$ cat config.mk
export PLATFORM = sky130hd
export DESIGN_NAME = debounced_threshold_alarm_table_flat
export DESIGN_NICKNAME = d
export VERILOG_FILES = /design/src/sv/dta_pkg.sv /design/src/sv/dta_if.sv /design/src/sv/debounced_threshold_alarm_table.sv /design/src/sv/dta_front.sv /design/src/sv/dta_queue.sv /design/src/sv/dta_back.sv /design/src/flat_wrapper.sv
export SDC_FILE = /design/constraint.sdc
export NUM_CORES = 2
export LEC_CHECK = 0
export BUFFER_PORTS_ARGS = -buffer_cell sky130_fd_sc_hd__buf_2
export CAP_MARGIN = 30
export CORE_MARGIN = 3
export CORE_UTILIZATION = 41
export CTS_BUF_LIST = sky130_fd_sc_hd__clkbuf_8
export DETAILED_ROUTE_END_ITERATION = 8
export PLACE_DENSITY_LB_ADDON = 0.15
export SYNTH_ARGS = -nofsm -noshare
export SYNTH_HDL_FRONTEND = slang
export SYNTH_HIERARCHICAL = 1
export SYNTH_SLANG_ARGS = --single-unit
$ cat constraint.sdc
create_clock -name clock -period 10.25 [get_ports clock]
set_input_delay 1.5375 -clock clock [delete_from_list [all_inputs] [get_ports clock]]
set_output_delay 1.5375 -clock clock [all_outputs]
set_load 0.02 [all_outputs]
$ cat src/sv/dta_pkg.sv
`timescale 1ns / 1ps
`default_nettype none
// ----------------------------------------------------------------------------
// dta_pkg
// Shared types and constants of the debounced threshold alarm table.
// ----------------------------------------------------------------------------
package dta_pkg;

   localparam int NUM_RULES  = 16;
   localparam int VALUE_BITS = 32;
   localparam int IDX_BITS   = $clog2(NUM_RULES);
   localparam int CNT_BITS   = $clog2(NUM_RULES + 1);
   localparam int TIME_BITS  = 32;
   localparam int QDEPTH     = 2;

   typedef enum logic [2:0] {
      REQ_ADD     = 3'd0,
      REQ_EVAL    = 3'd1,
      REQ_ENABLE  = 3'd2,
      REQ_DISABLE = 3'd3,
      REQ_REMOVE  = 3'd4,
      REQ_CLEAR   = 3'd5,
      REQ_LIST    = 3'd6,
      REQ_NONE    = 3'd7
   } req_code_type;

   typedef enum logic [2:0] {
      OP_GT  = 3'd0,
      OP_LT  = 3'd1,
      OP_GTE = 3'd2,
      OP_LTE = 3'd3,
      OP_EQ  = 3'd4,
      OP_NE  = 3'd5
   } cmp_op_type;

   typedef enum logic [1:0] {
      KIND_DONE  = 2'd0,
      KIND_EVAL  = 2'd1,
      KIND_ENTRY = 2'd2,
      KIND_EMPTY = 2'd3
   } kind_type;

   // list-walk actions handed from the front to the back
   typedef enum logic [1:0] {
      LACT_NONE = 2'd0,
      LACT_ADD  = 2'd1,
      LACT_DROP = 2'd2,
      LACT_LIST = 2'd3
   } lact_type;

   typedef enum logic [1:0] {
      BK_IDLE = 2'd0,
      BK_SCAN = 2'd1,
      BK_EMIT = 2'd2
   } bk_state_type;

   typedef struct packed {
      lact_type              lact;
      logic [IDX_BITS-1:0]   idx;
      logic                  clear;
      kind_type              kind;
      logic                  act;
      // raised rules at the time of a list query
      logic [NUM_RULES-1:0]  mask;
   } job_type;

endpackage : dta_pkg
`default_nettype wire

$ cat src/sv/dta_if.sv
`timescale 1ns / 1ps
`default_nettype none
// ----------------------------------------------------------------------------
// dta_req_if / dta_rsp_if
// Valid/ready channels of the alarm table.
// ----------------------------------------------------------------------------
interface dta_req_if;
   logic        valid;
   logic        ready;
   logic [2:0]  req_type;
   logic [3:0]  rule_index;
   logic signed [31:0] sample_value;
   logic signed [31:0] threshold;
   logic [2:0]  compare_op;
   logic signed [31:0] debounce_time;
   logic [31:0] now_ms;
   modport source (output valid, req_type, rule_index, sample_value, threshold,
                   compare_op, debounce_time, now_ms, input ready);
   modport sink   (input valid, req_type, rule_index, sample_value, threshold,
                   compare_op, debounce_time, now_ms, output ready);
endinterface

interface dta_rsp_if;
   logic       valid;
   logic       ready;
   logic [1:0] result_kind;
   logic       alarm_active;
   logic [3:0] rule_out;
   logic       last;
   modport source (output valid, result_kind, alarm_active, rule_out, last, input ready);
   modport sink   (input valid, result_kind, alarm_active, rule_out, last, output ready);
endinterface
`default_nettype wire

$ cat src/sv/debounced_threshold_alarm_table.sv
`timescale 1ns / 1ps
`default_nettype none
// ----------------------------------------------------------------------------
// debounced_threshold_alarm_table
// Alarm rule table with debounce and an ordered list of rules for listing raised alarms.
//
//   channel | dir | handshake   | payload
//   req_    | in  | valid/ready | request code, rule slot, sample, rule, time
//   rsp_    | out | valid/ready | result kind, alarm, listed rule, last
//
// Front end evaluates a request in its accept cycle; a two-deep job queue
// feeds the list walker, which takes a job when idle. In the walker add and
// drop walk every listed rule (up to 16) before they answer; a list query
// walks the entries up to the last raised one; other requests answer without
// a walk. Sync reset empties table and list.
// A stalled result holds the walker; the queue lets the front go on while it has room.
// ----------------------------------------------------------------------------
module debounced_threshold_alarm_table (
   input  wire logic clock,
   input  wire logic reset,
   dta_req_if.sink   req,
   dta_rsp_if.source rsp
);

   dta_pkg::job_type f_job, b_job;
   logic f_valid, f_ready, b_valid, b_ready;

   dta_front u_front (
      .clock, .reset, .req,
      .job(f_job), .job_valid(f_valid), .job_ready(f_ready)
   );

   dta_queue u_queue (
      .clock, .reset,
      .in_job(f_job), .in_valid(f_valid), .in_ready(f_ready),
      .out_job(b_job), .out_valid(b_valid), .out_ready(b_ready)
   );

   dta_back u_back (
      .clock, .reset,
      .job(b_job), .job_valid(b_valid), .job_ready(b_ready), .rsp
   );

endmodule : debounced_threshold_alarm_table
`default_nettype wire

$ cat src/sv/dta_front.sv
`timescale 1ns / 1ps
`default_nettype none
// ----------------------------------------------------------------------------
// dta_front
// Decodes requests, keeps the rule table and evaluates alarms; hands the
// list work and the answer to the back end as a job.
// ----------------------------------------------------------------------------
module dta_front (
   input  wire logic         clock,
   input  wire logic         reset,
   dta_req_if.sink           req,
   output dta_pkg::job_type  job,
   output logic              job_valid,
   input  wire logic         job_ready
);

   localparam int IB = dta_pkg::IDX_BITS;
   localparam int VB = dta_pkg::VALUE_BITS;
   localparam int TB = dta_pkg::TIME_BITS;

   logic [dta_pkg::NUM_RULES-1:0] present_ff, enabled_ff, alarm_ff;
   logic [TB-1:0]  met_ff   [dta_pkg::NUM_RULES];
   logic [2:0]     cmp_ff   [dta_pkg::NUM_RULES];
   logic [VB-1:0]  thr_ff   [dta_pkg::NUM_RULES];
   logic [TB-2:0]  deb_ff   [dta_pkg::NUM_RULES];

   logic                idx_ok, known, met, fire, take;
   logic [IB-1:0]       r;
   logic [VB-1:0]       skey, tkey;
   logic [TB-1:0]       stamp, elapsed;
   dta_pkg::req_code_type code;
   dta_pkg::job_type    j;

   assign take      = req.valid & req.ready;
   assign req.ready = job_ready;
   assign job_valid = req.valid;
   assign job       = j;

   assign code   = dta_pkg::req_code_type'(req.req_type);
   assign idx_ok = 32'(req.rule_index) < dta_pkg::NUM_RULES;
   assign r      = IB'(req.rule_index);
   assign known  = idx_ok & present_ff[r];
   // offset-binary keys give signed order through unsigned compare
   assign skey   = VB'(req.sample_value) ^ {1'b1, {(VB-1){1'b0}}};
   assign tkey   = thr_ff[r] ^ {1'b1, {(VB-1){1'b0}}};

   always_comb begin
      unique case (cmp_ff[r])
         dta_pkg::OP_GT:  met = skey >  tkey;
         dta_pkg::OP_LT:  met = skey <  tkey;
         dta_pkg::OP_GTE: met = skey >= tkey;
         dta_pkg::OP_LTE: met = skey <= tkey;
         dta_pkg::OP_EQ:  met = skey == tkey;
         dta_pkg::OP_NE:  met = skey != tkey;
         default:         met = 1'b0;
      endcase
   end

   assign stamp   = (met_ff[r] == '0) ? req.now_ms : met_ff[r];
   assign elapsed = req.now_ms - stamp;
   assign fire    = (deb_ff[r] == '0) || (elapsed >= {1'b0, deb_ff[r]});

   always_comb begin
      j       = '0;
      j.idx   = r;
      j.kind  = dta_pkg::KIND_DONE;
      unique case (code)
         dta_pkg::REQ_ADD:     if (idx_ok) j.lact = dta_pkg::LACT_ADD;
         dta_pkg::REQ_EVAL: begin
            j.kind = dta_pkg::KIND_EVAL;
            if (known) begin
               if (!enabled_ff[r]) j.lact = dta_pkg::LACT_DROP;
               else if (met) begin
                  j.act = alarm_ff[r] | fire;
                  if (fire & ~alarm_ff[r]) j.lact = dta_pkg::LACT_ADD;
               end else if (alarm_ff[r]) j.lact = dta_pkg::LACT_DROP;
            end
         end
         dta_pkg::REQ_DISABLE,
         dta_pkg::REQ_REMOVE:  if (known) j.lact = dta_pkg::LACT_DROP;
         dta_pkg::REQ_CLEAR:   j.clear = 1'b1;
         dta_pkg::REQ_LIST: begin
            j.lact = dta_pkg::LACT_LIST;
            j.mask = present_ff & alarm_ff;
         end
         default: ;
      endcase
   end

   always_ff @(posedge clock) begin
      if (reset) begin
         present_ff <= '0;
         enabled_ff <= '0;
         alarm_ff   <= '0;
         for (int i = 0; i < dta_pkg::NUM_RULES; i++) met_ff[i] <= '0;
      end else if (take) begin
         unique case (code)
            dta_pkg::REQ_ADD: if (idx_ok) begin
               present_ff[r] <= 1'b1;
               enabled_ff[r] <= 1'b1;
               alarm_ff[r]   <= 1'b0;
               met_ff[r]     <= '0;
               cmp_ff[r]     <= req.compare_op;
               thr_ff[r]     <= VB'(req.threshold);
               deb_ff[r]     <= req.debounce_time[TB-1] ? '0 : req.debounce_time[TB-2:0];
            end
            dta_pkg::REQ_EVAL: if (known) begin
               if (!enabled_ff[r] || !met) begin
                  met_ff[r]   <= '0;
                  alarm_ff[r] <= 1'b0;
               end else begin
                  met_ff[r] <= stamp;
                  if (fire) alarm_ff[r] <= 1'b1;
               end
            end
            dta_pkg::REQ_ENABLE: if (known && !enabled_ff[r]) begin
               enabled_ff[r] <= 1'b1;
               met_ff[r]     <= '0;
               alarm_ff[r]   <= 1'b0;
            end
            dta_pkg::REQ_DISABLE: if (known) begin
               enabled_ff[r] <= 1'b0;
               met_ff[r]     <= '0;
               alarm_ff[r]   <= 1'b0;
            end
            dta_pkg::REQ_REMOVE: if (known) begin
               present_ff[r] <= 1'b0;
               enabled_ff[r] <= 1'b0;
               met_ff[r]     <= '0;
               alarm_ff[r]   <= 1'b0;
            end
            dta_pkg::REQ_CLEAR: begin
               present_ff <= '0;
               enabled_ff <= '0;
               alarm_ff   <= '0;
               for (int i = 0; i < dta_pkg::NUM_RULES; i++) met_ff[i] <= '0;
            end
            default: ;
         endcase
      end
   end

endmodule : dta_front
`default_nettype wire

$ cat src/sv/dta_queue.sv
`timescale 1ns / 1ps
`default_nettype none
// ----------------------------------------------------------------------------
// dta_queue
// Short job queue between front and back end.
// ----------------------------------------------------------------------------
module dta_queue (
   input  wire logic         clock,
   input  wire logic         reset,
   input  dta_pkg::job_type  in_job,
   input  wire logic         in_valid,
   output logic              in_ready,
   output dta_pkg::job_type  out_job,
   output logic              out_valid,
   input  wire logic         out_ready
);

   localparam int QB = $clog2(dta_pkg::QDEPTH);

   dta_pkg::job_type   mem_ff [dta_pkg::QDEPTH];
   logic [QB-1:0]      wr_ff, rd_ff;
   logic [QB:0]        cnt_ff;
   logic               push, pop;

   assign in_ready  = 32'(cnt_ff) < dta_pkg::QDEPTH;
   assign out_valid = cnt_ff != '0;
   assign out_job   = mem_ff[rd_ff];
   assign push      = in_valid & in_ready;
   assign pop       = out_valid & out_ready;

   always_ff @(posedge clock) begin
      if (push) mem_ff[wr_ff] <= in_job;
   end

   always_ff @(posedge clock) begin
      if (reset) begin
         wr_ff  <= '0;
         rd_ff  <= '0;
         cnt_ff <= '0;
      end else begin
         if (push) wr_ff <= wr_ff + 1'b1;
         if (pop)  rd_ff <= rd_ff + 1'b1;
         cnt_ff <= cnt_ff + (QB+1)'(push) - (QB+1)'(pop);
      end
   end

endmodule : dta_queue
`default_nettype wire

$ cat src/sv/dta_back.sv
`timescale 1ns / 1ps
`default_nettype none
// ----------------------------------------------------------------------------
// dta_back
// Keeps the ordered alarm list; walks it one entry a cycle for add, drop and
// list queries (list only while results are free); drives the result channel.
// ----------------------------------------------------------------------------
module dta_back (
   input  wire logic         clock,
   input  wire logic         reset,
   input  dta_pkg::job_type  job,
   input  wire logic         job_valid,
   output logic              job_ready,
   dta_rsp_if.source         rsp
);

   localparam int IB = dta_pkg::IDX_BITS;
   localparam int CB = dta_pkg::CNT_BITS;

   // the list also holds added rules that are not raised; a list query carries
   // the raised set and stops once every raised rule has been sent, since a
   // raised rule is always listed
   logic [IB-1:0]      list_ff [dta_pkg::NUM_RULES];
   logic [CB-1:0]      count_ff, count_in;
   logic [CB-1:0]      pos_ff, pos_in;
   logic               found_ff, found_in;
   dta_pkg::bk_state_type state_ff, state_in;
   dta_pkg::job_type   job_ff, job_in;

   logic               rsp_valid_ff, rsp_valid_in;
   logic [1:0]         kind_ff, kind_in;
   logic               act_ff, act_in, last_ff, last_in;
   logic [IB-1:0]      rout_ff, rout_in;

   logic               at_end, hit, out_free, do_shift, do_app;
   logic [IB-1:0]      cur;
   logic [dta_pkg::NUM_RULES-1:0] rest;

   assign out_free = ~rsp_valid_ff | rsp.ready;
   assign at_end   = pos_ff >= count_ff;
   assign cur      = list_ff[pos_ff[IB-1:0]];
   assign hit      = ~at_end && cur == job_ff.idx;

   always_comb begin
      state_in = state_ff;
      unique case (state_ff)
         dta_pkg::BK_IDLE:
            if (job_valid) begin
               if (job.clear || job.lact == dta_pkg::LACT_NONE) state_in = dta_pkg::BK_EMIT;
               else                                             state_in = dta_pkg::BK_SCAN;
            end
         dta_pkg::BK_SCAN:
            if (job_ff.lact == dta_pkg::LACT_LIST) begin
               if (out_free && (job_ff.mask == '0 || at_end)) state_in = dta_pkg::BK_IDLE;
            end else if (at_end) state_in = dta_pkg::BK_EMIT;
         dta_pkg::BK_EMIT:
            if (out_free) state_in = dta_pkg::BK_IDLE;
         default: state_in = dta_pkg::BK_IDLE;
      endcase
   end

   always_comb begin
      job_ready    = state_ff == dta_pkg::BK_IDLE;
      job_in       = job_ff;
      pos_in       = pos_ff;
      found_in     = found_ff;
      count_in     = count_ff;
      do_shift     = 1'b0;
      do_app       = 1'b0;
      rsp_valid_in = rsp_valid_ff & ~rsp.ready;
      kind_in      = kind_ff;
      act_in       = act_ff;
      last_in      = last_ff;
      rout_in      = rout_ff;
      rest         = job_ff.mask;
      rest[cur]    = 1'b0;
      unique case (state_ff)
         dta_pkg::BK_IDLE:
            if (job_valid) begin
               job_in   = job;
               pos_in   = '0;
               found_in = 1'b0;
               if (job.clear) count_in = '0;
            end
         dta_pkg::BK_SCAN: begin
            if (job_ff.lact == dta_pkg::LACT_LIST) begin
               if (out_free) begin
                  if (job_ff.mask == '0) begin
                     // nothing raised: a single empty answer
                     if (!found_ff) begin
                        rsp_valid_in = 1'b1;
                        kind_in      = dta_pkg::KIND_EMPTY;
                        act_in       = 1'b0;
                        rout_in      = '0;
                        last_in      = 1'b1;
                     end
                  end else if (!at_end) begin
                     pos_in = pos_ff + 1'b1;
                     if (job_ff.mask[cur]) begin
                        rsp_valid_in = 1'b1;
                        kind_in      = dta_pkg::KIND_ENTRY;
                        act_in       = 1'b0;
                        rout_in      = cur;
                        last_in      = rest == '0;
                        job_in.mask  = rest;
                        found_in     = 1'b1;
                     end
                  end
               end
            end else if (!at_end) begin
               if (hit) found_in = 1'b1;
               if ((hit | found_ff) && job_ff.lact == dta_pkg::LACT_DROP) do_shift = 1'b1;
               pos_in = pos_ff + 1'b1;
            end else begin
               if (job_ff.lact == dta_pkg::LACT_ADD && !found_ff &&
                   32'(count_ff) < dta_pkg::NUM_RULES) begin
                  do_app   = 1'b1;
                  count_in = count_ff + 1'b1;
               end
               if (job_ff.lact == dta_pkg::LACT_DROP && found_ff) count_in = count_ff - 1'b1;
            end
         end
         dta_pkg::BK_EMIT:
            if (out_free) begin
               rsp_valid_in = 1'b1;
               kind_in      = job_ff.kind;
               act_in       = job_ff.act;
               rout_in      = '0;
               last_in      = 1'b1;
            end
         default: ;
      endcase
   end

   always_ff @(posedge clock) begin
      if (do_shift && 32'(pos_ff) + 1 < dta_pkg::NUM_RULES)
         list_ff[pos_ff[IB-1:0]] <= list_ff[IB'(pos_ff + 1'b1)];
      if (do_app) list_ff[count_ff[IB-1:0]] <= job_ff.idx;
   end

   always_ff @(posedge clock) begin
      if (reset) begin
         state_ff     <= dta_pkg::BK_IDLE;
         count_ff     <= '0;
         rsp_valid_ff <= 1'b0;
      end else begin
         state_ff     <= state_in;
         count_ff     <= count_in;
         rsp_valid_ff <= rsp_valid_in;
      end
      job_ff   <= job_in;
      pos_ff   <= pos_in;
      found_ff <= found_in;
      kind_ff  <= kind_in;
      act_ff   <= act_in;
      last_ff  <= last_in;
      rout_ff  <= rout_in;
   end

   assign rsp.valid        = rsp_valid_ff;
   assign rsp.result_kind  = kind_ff;
   assign rsp.alarm_active = act_ff;
   assign rsp.rule_out     = 4'(rout_ff);
   assign rsp.last         = last_ff;

endmodule : dta_back
`default_nettype wire

$ cat src/flat_wrapper.sv
// flat-port wrapper written by rule: the top's interface ports become plain ports
module debounced_threshold_alarm_table_flat 
  (clock, reset, req_valid, req_req_type, req_rule_index, req_sample_value, req_threshold, req_compare_op, req_debounce_time, req_now_ms, req_ready, rsp_valid, rsp_result_kind, rsp_alarm_active, rsp_rule_out, rsp_last, rsp_ready);
  dta_req_if req_i ();
  dta_rsp_if rsp_i ();
  input  wire logic clock;
  input  wire logic reset;
  input wire logic [$bits(req_i.valid)-1:0] req_valid;
  input wire logic [$bits(req_i.req_type)-1:0] req_req_type;
  input wire logic [$bits(req_i.rule_index)-1:0] req_rule_index;
  input wire logic [$bits(req_i.sample_value)-1:0] req_sample_value;
  input wire logic [$bits(req_i.threshold)-1:0] req_threshold;
  input wire logic [$bits(req_i.compare_op)-1:0] req_compare_op;
  input wire logic [$bits(req_i.debounce_time)-1:0] req_debounce_time;
  input wire logic [$bits(req_i.now_ms)-1:0] req_now_ms;
  output wire logic [$bits(req_i.ready)-1:0] req_ready;
  output wire logic [$bits(rsp_i.valid)-1:0] rsp_valid;
  output wire logic [$bits(rsp_i.result_kind)-1:0] rsp_result_kind;
  output wire logic [$bits(rsp_i.alarm_active)-1:0] rsp_alarm_active;
  output wire logic [$bits(rsp_i.rule_out)-1:0] rsp_rule_out;
  output wire logic [$bits(rsp_i.last)-1:0] rsp_last;
  input wire logic [$bits(rsp_i.ready)-1:0] rsp_ready;
  assign req_i.valid = req_valid;
  assign req_i.req_type = req_req_type;
  assign req_i.rule_index = req_rule_index;
  assign req_i.sample_value = req_sample_value;
  assign req_i.threshold = req_threshold;
  assign req_i.compare_op = req_compare_op;
  assign req_i.debounce_time = req_debounce_time;
  assign req_i.now_ms = req_now_ms;
  assign req_ready = req_i.ready;
  assign rsp_valid = rsp_i.valid;
  assign rsp_result_kind = rsp_i.result_kind;
  assign rsp_alarm_active = rsp_i.alarm_active;
  assign rsp_rule_out = rsp_i.rule_out;
  assign rsp_last = rsp_i.last;
  assign rsp_i.ready = rsp_ready;
  debounced_threshold_alarm_table u_core (.clock(clock), .reset(reset), .req(req_i), .rsp(rsp_i));
endmodule
======== Word-level counts from Yosys, hierarchy flattened ========
Memories as Yosys holds them, arrays and structs flattened. A register that Yosys moved wholly into a read port is not among the register bits.
Cells that the tools add are included.
cells by class
  $add $sub $neg .......................... 9
  magnitude comparators ................... 13
  eq/ne operators ......................... 46
  mux-type cells .......................... 194
  bitwise logic cells ..................... 44
  reduce and logical (&&, ||, !) cells .... 44
operators by type and width
  cell                number
  $mux 32             23
  $mux 16             15
  $mux 1              93
  $and 16x16->16      5
  $pmux 16 s5         1
  $pmux 16 s4         1
  $mux 5              11
  $or 16x16->16       3
  $pmux 16 s3         1
  $mux 4              11
  $mux 2              19
  $ne 3x3->1 const B  12
  $eq 32x32->1        1
  $ge 32x31->1        1
  $ge 32x32->1        1
  $gt 32x32->1        1
  $le 32x32->1        1
  $logic_not 16->1    2
  $logic_not 32->1    1
  $lt 32x32->1        1
  $ne 32x32->1        1
  $not 16->16         2
  $pmux 16 s2         1
  $reduce_or 32->1    1
  53 further kinds    141
storage, ports and cells
  bits in registers ....................... 99
  memory bits (writable) .................. 1682
  memories kept ........................... 6
memories
  memory                 words  width  read ports  clocked after memory_dff  write ports  line             text
  u_core.u_front.met_ff  16     32     1           0                         16           dta_front.sv:22  logic [TB-1:0] met_ff [dta_pkg::NUM_RULES];
  u_core.u_front.thr_ff  16     32     1           0                         1            dta_front.sv:24  logic [VB-1:0] thr_ff [dta_pkg::NUM_RULES];
  u_core.u_front.deb_ff  16     31     1           0                         1            dta_front.sv:25  logic [TB-2:0] deb_ff [dta_pkg::NUM_RULES];
  u_core.u_back.list_ff  16     4      2           1                         1            dta_back.sv:23   logic [IB-1:0] list_ff [dta_pkg::NUM_RULES];
  u_core.u_queue.mem_ff  2      25     1           1                         1            dta_queue.sv:20  dta_pkg::job_type mem_ff [dta_pkg::QDEPTH];
  u_core.u_front.cmp_ff  16     3      1           0                         1            dta_front.sv:23  logic [2:0] cmp_ff [dta_pkg::NUM_RULES];

======== Depth between registers and ports, before layout ========
An unclocked memory read counts as a cell.
  word-level depth ........................ 19
  gate-level depth with buffers ........... 36
  mapped depth without buffers ............ 29

======== Modules after synthesis ========
The synthesis kept the hierarchy.
by module, submodules not included
  module     times used  cells an instance  area each (µm²)  sequential area each (µm²)
  dta_front  1           3858               68071.5          48046.1
  dta_back   1           470                6197.2           3333.2
  dta_queue  1           108                2210.9           1661.6

======== Worst setup path before layout ========
OpenSTA, ideal clock, no wires.
  path kind ............................... in2reg
  from .................................... input req_rule_index[0]
  to ...................................... memory u_core/u_queue/mem_ff[0][24] (netlist bit), data pin
  data arrival time ....................... 7.576 ns
  required time ........................... 10.091 ns
  slack ................................... 2.515 ns
  stages on the path ...................... 33
  cells stage by stage .................... buf_6 -> buf_12 -> buf_12 -> buf_6 -> buf_4 -> mux4_2 -> a22oi_1 -> nand2_1 -> nor4_1 -> nand4_1 -> nor2_1 -> buf_2 -> a21o_1 -> ha_1 -> fa_1 -> nor2b_1 -> o31a_1 -> o21ai_0 -> a31oi_1 -> o211ai_1 -> a21oi_1 -> o31ai_1 -> a21oi_1 -> or3_1 -> a21oi_1 -> xnor2_1 -> ha_1 -> nand3_1 -> a211o_1 -> o2111ai_2 -> a21oi_4 -> o31a_1 -> nor3_2
on the way
  longest elaborated chain between the ends .. 8
  elaborated cells between the ends (all ways) .. 28
RTL lines
  item                                        line                text
  from (decl)                                 flat_wrapper.sv:10  input wire logic [$bits(req_i.rule_index)-1:0] req_rule_index;
  $mem_v2 16x32                               -
  $not 1->1 (no source line)                  -
  $le 32x32->1, or another cell as far along  dta_front.sv:52     dta_pkg::OP_LTE: met = skey <= tkey;
  $pmux 1 s6                                  dta_front.sv:48     unique case (cmp_ff[r])
  $mux 2                                      dta_front.sv:73     else if (met) begin
  $mux 2                                      dta_front.sv:72     if (!enabled_ff[r]) j.lact = dta_pkg::LACT_DROP;
  $mux 2                                      dta_front.sv:71     if (known) begin
  $pmux 2 s4 *                                dta_front.sv:67     unique case (code)
  to (decl)                                   dta_queue.sv:20
Every way passes the cells marked *; elsewhere a longest branch is shown, timed or not. The select of a mux whose other input is x is not followed.

======== Worst setup path after layout ========
  from .................................... input req_rule_index[0]
  to ...................................... register u_core/u_front/alarm_ff[3] (netlist bit)
on the way
  longest elaborated chain between the ends .. 9
  elaborated cells between the ends (all ways) .. 51
RTL lines
  item                                                   line              text
  branches (longest 9 deep; another with $mem_v2 16x32)  -
  to (signal, indexed assignment)                        dta_front.sv:101  alarm_ff[r] <= 1'b0;
  to (signal, indexed assignment)                        dta_front.sv:110  alarm_ff[r] <= 1'b0;
  to (signal, indexed assignment)                        dta_front.sv:113  if (fire) alarm_ff[r] <= 1'b1;
  to (decl)                                              dta_front.sv:21   logic [dta_pkg::NUM_RULES-1:0] present_ff, enabled_ff, alarm_ff;
Several ways; the timed one is not identified. The select of a mux whose other input is x is not followed.
A chain may end at the register's enable or synchronous reset.

==> flow_metrics.py <==
metrics = {
    "worst_hold_path": {
        "worstHoldPathCells": 2,
        "hold_class": "register to register",
    },
    "setup_path": {
        "slowest_delay_ns": 0.60,
        "worstSetupStartpointType": "input pin",
        "reg2reg_to": "u_core/u_front/alarm_ff[3]",
        "cpMostUsedCell": "o21ai_0",
        "cp-startpoint": "req_rule_index[0]",
        "critPathCaptureType": "register",
        "worst_path_max_delay_cell": "a21oi_4",
        "worstPathArrival_ns": 9.47,
        "worstPathMaxFanout": 32,
        "reg2reg_slack_ns": 2.65,
        "r2r_start": "u_core/u_front/met_ff[13][9]",
        "critPathKind": "input pin to register",
        "required_ns": 11.12,
        "r2r_cells": 30,
        "cp-endpoint": "u_core/u_front/alarm_ff[3]",
    },
    "synthesis": {
        "syn_avg_cell_area_sq_um": 17.2,
        "async_flop_share_pct": 0,
        "seq_area_frac_synth_pct": 69.4,
        "syn_nets": 4687,
        "syn-instance-count": 4436,
        "synth_top_cell_area_share_pct": 67.7,
        "yosys.cell_types.count": 89,
        "synthFlopType": "edfxtp_1",
        "synth-edff-count": 1723,
        "yosysTopAreaCell": "edfxtp_1",
        "yosys_warnings": 6,
        "synth_seq_cells": 1788,
        "synth_area_sq_um": 76500,
        "yosys-top-cells-area": "edfxtp_1, mux4_2, nor2_1",
    },
    "floorplan": {
        "die_w_um": 438,
        "initial_core_util_pct": 41.5,
        "die_area_sq_um": 192000,
        "num_rows": 157,
        "core_sq_um": 184000,
        "die_h_um": 438,
        "ios": 152,
    },
    "grt": {
        "gr-usage-met2_pct": 36.4,
        "grt_use_met1_pct": 29.7,
        "grt_pass1_wl_um": 306000,
        "grt-ovfl-total": 0,
        "grt.total_usage_pct": 22.0,
        "antenna_found_initial": 17,
        "grt_max_degree": 74,
        "use_met3_pct": 3.71,
        "busiest_layer": "met2",
        "grt_pass1_vias": 43600,
    },
    "clocking": {
        "cts_resized": 0,
        "cts_tree": "built",
        "clkTransAtPathRegs_ns": 0.06,
        "cts.sinks": 1788,
        "cts_hold_buffers": 0,
        "htreeDepth": 5,
        "clockRootBuffer": "clkbuf_8",
        "cts_buffers": 320,
        "clockBufferDepth": 4,
        "clk_latency_ns": 1.04,
        "postCtsSetupRepairBufs": 0,
    },
    "finish": {
        "fin_nets": 4988,
        "multi_input_area_sq_um": 21800,
        "seq_area_sq_um": 53000,
        "final_cell_mix": "edfxtp_1, nor2_1, mux4_2, clkbuf_8, inv_1",
        "mostFrequentLayoutCell": "edfxtp_1",
        "fillers": 16000,
        "stdcell_count": 7432,
        "layout-drive-gt1-share_pct": 25.8,
        "area_growth_pct": 12.4,
    },
    "detailed_routing": {
        "drc": 0,
        "detail-route-antenna-nets": 0,
        "dr_total_vias": 42600,
        "vias_per_cell": 5.73,
        "wl_um": 211000,
        "wl_per_cell_um": 28.5,
        "first_iter_violations": 3995,
        "firstDrtPassIters": 6,
    },
    "timing": {
        "setup_violations": 0,
        "period_share_pct": 83.9,
        "fin_skew_ns": 0.0770,
        "worst_pin_slew_ns": 1.21,
        "grt_setup_unrepaired": "no",
        "min_period_ns": 8.60,
        "setup-tns-final_ns": 0,
        "hold_viol": 0,
        "max_freq_ghz": 0.116,
        "final_max_slew_viol_count": 0,
        "slew_headroom_pct": 19.1,
    },
    "placement": {
        "port_buffers": 151,
        "place.gp.congestion": 0.846,
        "placedCellCount": 6875,
        "dp_hpwl_um": 117000,
    },
    "power": {
        "ir_worst_vdd_mv": 0.139,
        "total_power_uw": 17000,
        "powerDensity_nw_per_um2": 198,
        "p_leak_uw": 0.0285,
    },
    "flow_run": {
        "cap_viol_max_count": 0,
    },
    "outcome": {
        "outcome": "finished, final reports clean",
    },
}
-- layer usage --
layer / routed length (um) / vias up
met5: 11 / -
met4: 5900 / 2
met3: 12100 / 381
met2: 105000 / 1502
met1: 88600 / 22500
li1: - / 18200
-- critical path: cells and delay by family --
kind,cells,cell delay (ns)
compound gates,15,3.53
simple gates,8,1.96
mux,1,0.55
buf+inv,5,1.11
fa+ha+maj,2,0.51
xor+xnor,1,0.14
-- final cells by class --
type | count | share of cell area (%)
Multi-Input combinational cell | 2259 | 25.4
Sequential cell | 1788 | 61.7
Inverter | 75 | 0.327
Antenna cell | 9 | 0.0262
Tap cell | 2464 | 3.59
Clock inverter | 216 | 1.19
Timing Repair Buffer | 293 | 2.54
Clock buffer | 328 | 5.25
-- worst min-delay path by stage --
stage | end | startpoint
after CTS | u_core/u_front/enabled_ff[3] | u_core/u_front/enabled_ff[3]
after global placement | u_core/u_front/enabled_ff[0] | u_core/u_front/enabled_ff[0]
after global routing | u_core/u_front/enabled_ff[4] | u_core/u_front/enabled_ff[4]
final | u_core/u_front/enabled_ff[3] | u_core/u_front/enabled_ff[3]
after floorplan | u_core/u_front/enabled_ff[13] | u_core/u_front/enabled_ff[13]
after detailed placement | u_core/u_front/enabled_ff[3] | u_core/u_front/enabled_ff[3]
-- flip-flops by register name, indices dropped and copies added (netlist names), 2 cells and up, named ones only --
name,cells
u_core/u_front/alarm_ff,16
u_core/u_queue/cnt_ff,2
u_core/u_back/job_ff,25
u_core/u_front/enabled_ff,16
u_core/u_back/state_ff,2
u_core/u_back/rsp.rule_out,4
u_core/u_back/pos_ff,5
u_core/u_back/count_ff,5
u_core/u_front/present_ff,16
u_core/u_front/thr_ff,512
u_core/u_back/rsp.result_kind,2
u_core/u_queue/mem_ff,52
u_core/u_back/list_ff,64
u_core/u_front/cmp_ff,48
u_core/u_front/deb_ff,496
u_core/u_front/met_ff,512
-- synth_stat cells (6+ instances only) --
| cell type | instances |
|---|---|
| nor2_1 | 655 |
| o21ai_2 | 11 |
| and2_1 | 11 |
| dfxtp_1 | 65 |
| clkbuf_1 | 193 |
| mux4_1 | 14 |
| o22ai_1 | 7 |
| a221oi_1 | 33 |
| a31oi_1 | 7 |
| buf_4 | 19 |
| mux2_4 | 20 |
| and3_1 | 20 |
| mux2i_1 | 9 |
| xnor2_1 | 30 |
| nor2b_1 | 55 |
| ha_1 | 107 |
| o211ai_1 | 8 |
| a41oi_2 | 9 |
| o311a_1 | 17 |
| buf_1 | 22 |
| nand2b_1 | 51 |
| o21a_1 | 13 |
| a21o_1 | 40 |
| inv_1 | 75 |
| nor4_1 | 16 |
| a22oi_1 | 83 |
| edfxtp_1 | 1723 |
| nand2_1 | 151 |
| nand4_1 | 25 |
| o21ai_0 | 80 |
| a22o_1 | 30 |
| nor3_1 | 17 |
| xor2_1 | 6 |
| o21ai_1 | 6 |
| buf_2 | 54 |
| a211oi_1 | 6 |
| mux4_2 | 466 |
| buf_12 | 6 |
| nand3_1 | 38 |
| a21oi_1 | 103 |
| a41oi_1 | 10 |
| buf_6 | 16 |
| mux2_2 | 23 |
-- power breakdown --
group	leakage, uW	internal (uW)	switching, uW
combinational	0.00846	986	1480
clock	0.00322	3080	2860
sequential	0.0168	8430	172
-- per-stage QoR --
step / hold slack [ns] / worst slack [ns] / utilization (%) / instance area (sq um)
after floorplan: 0.449 / 2.52 / - / 76500
after global placement: 0.458 / 0.725 / 43.5 / 80100
after global routing: 0.490 / 1.21 / 46.7 / 86000
after CTS: 0.474 / 1.73 / 46.6 / 85900
after detailed placement: 0.467 / 0.654 / 43.6 / 80400
final: 0.476 / 1.65 / 46.7 / 86000
-- logic make-up after synthesis --
| group | synth area share (%) |
|---|---|
| flip-flops | 69.4 |
| AND/OR/NAND/NOR | 6.02 |
| multiplexers | 15.1 |
| AO/OA/AOI/OAI | 4.90 |
| buffers and inverters | 2.42 |
| adder cells (fa/ha/maj) | 1.80 |
| XOR/XNOR | 0.434 |
| other | 0.00490 |
No activity file was read; power rests on OpenSTA's default activity.
